## src/hw/rtl/nearest_point_distance_binner_defines.svh

```systemverilog
// assertion macros for the nearest point distance binner
// used by the rtl files that carry concurrent checks; no other dependencies
`ifndef NEAREST_POINT_DISTANCE_BINNER_DEFINES_SVH
`define NEAREST_POINT_DISTANCE_BINNER_DEFINES_SVH

`ifndef NO_ASSERTIONS

// property that must hold at every edge outside reset
`define NPDB_ASSERT(label, prop) \
   label: assert property (@(posedge clock) disable iff (reset) prop) \
      else $error("npdb assertion failed");

// condition that must hold in the cycle after a trigger
`define NPDB_ASSERT_NEXT(label, trig, prop) \
   label: assert property (@(posedge clock) disable iff (reset) (trig) |=> (prop)) \
      else $error("npdb assertion failed");

`else

`define NPDB_ASSERT(label, prop)
`define NPDB_ASSERT_NEXT(label, trig, prop)

`endif

`endif

```

## src/hw/rtl/npdb_pkg.sv

```systemverilog
// shared types and constants of the nearest point distance binner
// used by npdb_search and nearest_point_distance_binner; no dependencies
package npdb_pkg;

   localparam int COORD_W  = 24;
   localparam int CODE_W   = 20;
   localparam int LIMIT_W  = 16;
   localparam int PT_W     = 2 * COORD_W;
   localparam int SQ_W     = 2 * COORD_W;
   localparam int DIST_W   = SQ_W + 1;
   localparam int LIM_SQ_W = 2 * LIMIT_W;
   localparam int CNT_W    = 32;
   localparam int STORED_W = 11;
   localparam int CSR_IDX_W  = 2;
   localparam int CSR_DATA_W = 20;

   localparam logic [CODE_W-1:0]  WANTED_CODE_RST = '0;
   localparam logic [LIMIT_W-1:0] LIMIT_NEAR_RST  = 16'd1000;
   localparam logic [LIMIT_W-1:0] LIMIT_MID_RST   = 16'd2000;
   localparam logic [LIMIT_W-1:0] LIMIT_FAR_RST   = 16'd5000;

   typedef enum logic [1:0] {
      MODE_LOAD  = 2'd0,
      MODE_QUERY = 2'd1,
      MODE_CLEAR = 2'd2
   } mode_type;

   typedef enum logic [2:0] {
      STAT_QUERY_DONE = 3'd0,
      STAT_STORED     = 3'd1,
      STAT_SKIPPED    = 3'd2,
      STAT_DROPPED    = 3'd3,
      STAT_CLEARED    = 3'd4
   } status_type;

   typedef enum logic [1:0] {
      CSR_WANTED_CODE = 2'd0,
      CSR_LIMIT_NEAR  = 2'd1,
      CSR_LIMIT_MID   = 2'd2,
      CSR_LIMIT_FAR   = 2'd3
   } csr_index_type;

   typedef enum logic [2:0] {
      S_IDLE,
      S_SCAN,
      S_DRAIN,
      S_CLASSIFY,
      S_FINISH
   } state_type;

   typedef struct packed {
      logic start;   // new query: clear best
      logic issue;   // table read issued this cycle
   } scan_ctl_type;

   typedef struct packed {
      logic active;  // an entry is still in flight
   } scan_sts_type;

endpackage

```

## src/hw/rtl/npdb_search.sv

```systemverilog
// distance pipeline: abs difference, square, sum, running minimum
// depends on npdb_pkg and the assertion macro header
`include "nearest_point_distance_binner_defines.svh"

module npdb_search
   import npdb_pkg::*;
(
   input  logic                clock,
   input  logic                reset,
   input  scan_ctl_type        ctl,
   input  logic [PT_W-1:0]     rd_data,
   input  logic [COORD_W-1:0]  query_x,
   input  logic [COORD_W-1:0]  query_y,
   output scan_sts_type        sts,
   output logic [DIST_W-1:0]   best
);

   logic                vld_rd_ff, vld_dif_ff, vld_sq_ff, vld_sum_ff;
   logic [COORD_W-1:0]  dx_ff, dy_ff, dx_in, dy_in;
   logic [SQ_W-1:0]     sqx_ff, sqy_ff;
   logic [DIST_W-1:0]   sum_ff;
   logic [DIST_W-1:0]   best_ff;
   logic                have_ff;
   logic [COORD_W-1:0]  px, py;

   assign px = rd_data[PT_W-1:COORD_W];
   assign py = rd_data[COORD_W-1:0];

   always_comb begin
      dx_in = (px >= query_x) ? (px - query_x) : (query_x - px);
      dy_in = (py >= query_y) ? (py - query_y) : (query_y - py);
   end

   always_ff @(posedge clock) begin
      if (reset) begin
         vld_rd_ff  <= 1'b0;
         vld_dif_ff <= 1'b0;
         vld_sq_ff  <= 1'b0;
         vld_sum_ff <= 1'b0;
         have_ff    <= 1'b0;
      end else begin
         vld_rd_ff  <= ctl.issue;
         vld_dif_ff <= vld_rd_ff;
         vld_sq_ff  <= vld_dif_ff;
         vld_sum_ff <= vld_sq_ff;
         if (ctl.start) begin
            have_ff <= 1'b0;
         end else if (vld_sum_ff) begin
            have_ff <= 1'b1;
         end
      end
   end

   always_ff @(posedge clock) begin
      dx_ff  <= dx_in;
      dy_ff  <= dy_in;
      sqx_ff <= {{COORD_W{1'b0}}, dx_ff} * {{COORD_W{1'b0}}, dx_ff};
      sqy_ff <= {{COORD_W{1'b0}}, dy_ff} * {{COORD_W{1'b0}}, dy_ff};
      sum_ff <= {1'b0, sqx_ff} + {1'b0, sqy_ff};
      if (ctl.start) begin
         best_ff <= '0;
      end else if (vld_sum_ff && (!have_ff || sum_ff < best_ff)) begin
         best_ff <= sum_ff;
      end
   end

   assign sts.active = vld_rd_ff | vld_dif_ff | vld_sq_ff | vld_sum_ff;
   assign best       = best_ff;

   // once a first distance is taken the minimum can only shrink
   `NPDB_ASSERT_NEXT(a_best_monotone, have_ff && !ctl.start, best_ff <= $past(best_ff))

endmodule

```

## config.mk

```make
export PLATFORM = sky130hd
export DESIGN_NAME = npdb_search
export DESIGN_NICKNAME = d
export VERILOG_FILES = /design/src/hw/rtl/npdb_pkg.sv /design/src/hw/rtl/npdb_search.sv
export VERILOG_INCLUDE_DIRS = /design/src /design/src/hw/rtl
export SDC_FILE = /design/constraint.sdc
export NUM_CORES = 2
export LEC_CHECK = 0
export CAP_MARGIN = 10
export CORE_UTILIZATION = 55
export DETAILED_ROUTE_END_ITERATION = 16
export DONT_BUFFER_PORTS = 1
export PLACE_DENSITY = 0.7
export SKIP_LAST_GASP = 1
export SLEW_MARGIN = 20
export SYNTH_ARGS = -nofsm -noshare
export SYNTH_HDL_FRONTEND = slang
export SYNTH_SLANG_ARGS = --single-unit
export TNS_END_PERCENT = 5
```

## constraint.sdc

```tcl
create_clock -name clock -period 12.9 [get_ports clock]
set_input_delay 1.935 -clock clock [delete_from_list [all_inputs] [get_ports clock]]
set_output_delay 1.935 -clock clock [all_outputs]
set_load 0.02 [all_outputs]
```

==> results.yml <==
status:
  outcome: "complete, no violations"
placement:
  dp_hpwl_mm: 86.3
  gp_congestion: 0.909
  postPlaceCellArea_mm2: 0.0478
  port_buffers: 0
global_routing:
  first_global_vias: 35300
  grt_max_degree: 51
  grt_pass1_wl_mm: 175
  grt_usage_pct: 25.2
  grt_remaining_overflow: 0
  grt_antenna_before_repair: 0
sta:
  final-hold-violation-count: 0
  fin_crit_sh_pct: 61.2
  hold_ws_ns: 0.457
  rsz0062_at_grt: "false"
  slew_violations: 0
  period_minus_slack_ns: 7.90
  setup-tns-final_ns: 0
  finalClockSkew_ns: 0.0521
  slew_headroom_pct: 19.9
  worstMarginPinSlew_ns: 1.19
  fmax_ghz: 0.127
  finalSetupViolCount: 0
final_layout:
  area_growth_pct: 4.45
  stdcell_area_mm2: 0.0488
  fin_nets: 6610
  fin_util_pct: 58.2
  drive_gt1_share_pct: 2.47
synthesis:
  synth_area_mm2: 0.0467
  synthCells: 5225
  synth_top_area_cell: "fa_1"
  yosys_warnings: 0
  synth-edff-count: 0
  synth.avg_cell_area_um2: 8.94
  synth_top_area_share_pct: 36.4
  ys_types: 86
  synthFlopType: "dfxtp_1"
  synth_nets: 6714
  seq_area_frac_synth_pct: 10.5
  synth-seq-cells: 245
  async_reset_ff_share_pct: 0
  synthTopCellsByArea: "fa_1 36%, ha_1 14%, inv_1 11%"
detailed_routing:
  detail_route.first_pass.iterations: 5
  wl_met3_mm: 6.99
  drtIter0Drc: 1789
  antenna_left: 0
  met1Wirelength_mm: 44.8
  viasPerCell: 5.30
  top_layer_used: "met4"
  drc: 0
  dr_total_vias: 33300
  routedWlPerCell_um: 16.6
  wirelength_mm: 104
  routed-wl-met2_mm: 49.8
clock_tree:
  clk_pin_slew_worst_paths_ns: 0.07
  post_cts_buffers: 0
  cts.sinks: 245
  holdBufCountCts: 0
  cts_tree: "yes"
  numCtsBuffers: 30
  cts_resized: 0
  htreeDepth: 1
  clock_path_buffers: 3
  clk_latency_ns: 0.62
  cts_root_buf: "clkbuf_16"
die:
  start_util_pct: 55.7
  die_h_um: 293
  die_area_mm2: 0.0861
  ios: 150
  die_w_um: 293
  coreArea_mm2: 0.0838
  fp-row-count: 106
hold_path:
  min_path_type: "reg -> reg"
flow_run:
  maxCapViolations: 0
worst_setup_path:
  end_kind: "flip-flop"
  cp_data_arrival_time_ns: 8.45
  crit_type: "reg -> reg"
  path_max_fanout: 24
  critPathLaunchType: "flip-flop"
  required_ns: 13.45
Yosys cell counts (all sizes together), types with 24 or more instances:
master	instances
o21ai	122
xor2	68
xnor2	122
inv	1362
dfxtp	245
ha	540
o21bai	33
buf	24
nand3	40
nor2	194
nor2b	48
o21a	25
fa	849
a21oi	240
nand2	413
and2	242
clkbuf	148
mux2i	69
a21o	118
nand4	42
nor3	36
layout make-up:
cell class | instances | area [um2]
tap | 1134 | 1420
fill | 7477 | 35000
antenna | 1 | 2.50
clock inverter | 16 | 209
timing repair buffer | 36 | 270
clock buffer | 39 | 826
multi-input combinational | 3445 | 36000
inverter | 1363 | 5120
sequential | 245 | 4910
layer usage:
metal	vias to the layer above	GRT usage, %
met5	-	0
met4	0	7.16
met3	159	4.23
met2	797	42.5
met1	16600	33.4
li1	15800	-
worst paths after layout:
check                                from          to  slack [ns]  cells after the start
worst max register to register   dx_ff[5]  sqx_ff[46]        5.00                     24
worst min register to register  vld_sq_ff  vld_sum_ff        0.46                      1
worst min-delay path            vld_sq_ff  vld_sum_ff        0.46                      1
worst max-delay path             dx_ff[5]  sqx_ff[46]        5.00                     24
cell usage in the layout (no fill, tap or decap), types with 31 or more instances in the layout:
cell and count:
ha_1 540, o21ai_0 86, mux2i_1 69, a21o_1 118, o21ai_1 33, xnor2_1 122
a21oi_1 238, and2_1 242, nor3_1 36, inv_1 1361, nand2_1 413, nor2b_1 48
clkbuf_16 31, nor2_1 194, fa_1 849, buf_4 36, dfxtp_1 244, nand3_1 40
xor2_1 68, nand4_1 42, o21bai_1 33
worst max-delay path: stages, from the launching register on:
cell,delay (ns)
dfxtp_1,1.05
and2_1,0.28
inv_1,0.07
fa_1,0.54
inv_1,0.05
fa_1,0.47
inv_1,0.05
fa_1,0.53
fa_1,0.52
inv_1,0.05
fa_1,0.50
fa_1,0.51
inv_1,0.05
fa_1,0.47
inv_1,0.04
ha_1,0.37
o21ai_1,0.12
o21ai_1,0.33
a22oi_1,0.17
a221oi_1,0.55
o21ai_1,0.15
o2bb2ai_1,0.20
o31a_1,0.36
o211ai_1,0.23
xor2_1,0.15
registers in the layout, indices dropped and copies added (netlist names):
register / count
have_ff: 1
dx_ff: 24
sum_ff: 49
vld_rd_ff: 1
vld_sum_ff: 1
vld_dif_ff: 1
best: 49
vld_sq_ff: 1
sqy_ff: 47
dy_ff: 24
sqx_ff: 47
logic make-up (layout without fill, tap and decap cells):
logic type               count (synthesis)  in the layout  synth area share (%)
other                                    0              1                     0
XOR/XNOR                               190            190                  3.56
AND/OR/NAND/NOR                       1096           1096                  11.3
AO/OA/AOI/OAI                          696            696                  9.79
buffers and inverters                 1535           1454                  12.4
flip-flops                             245            245                  10.5
adder cells (fa/ha/maj)               1389           1389                  50.8
multiplexers                            74             74                  1.60
stage by stage:
stage,setup WS (ns),std cells
3_5_place_dp,5.05,6223
3_3_place_gp,5.18,6223
2_1_floorplan,5.88,5225
5_1_grt,4.65,6278
4_1_cts,5.04,6278
6_report,5.00,6279
Power is not shown: default switching activity piles up to over one toggle a cycle in this logic, so the estimate is an artifact.
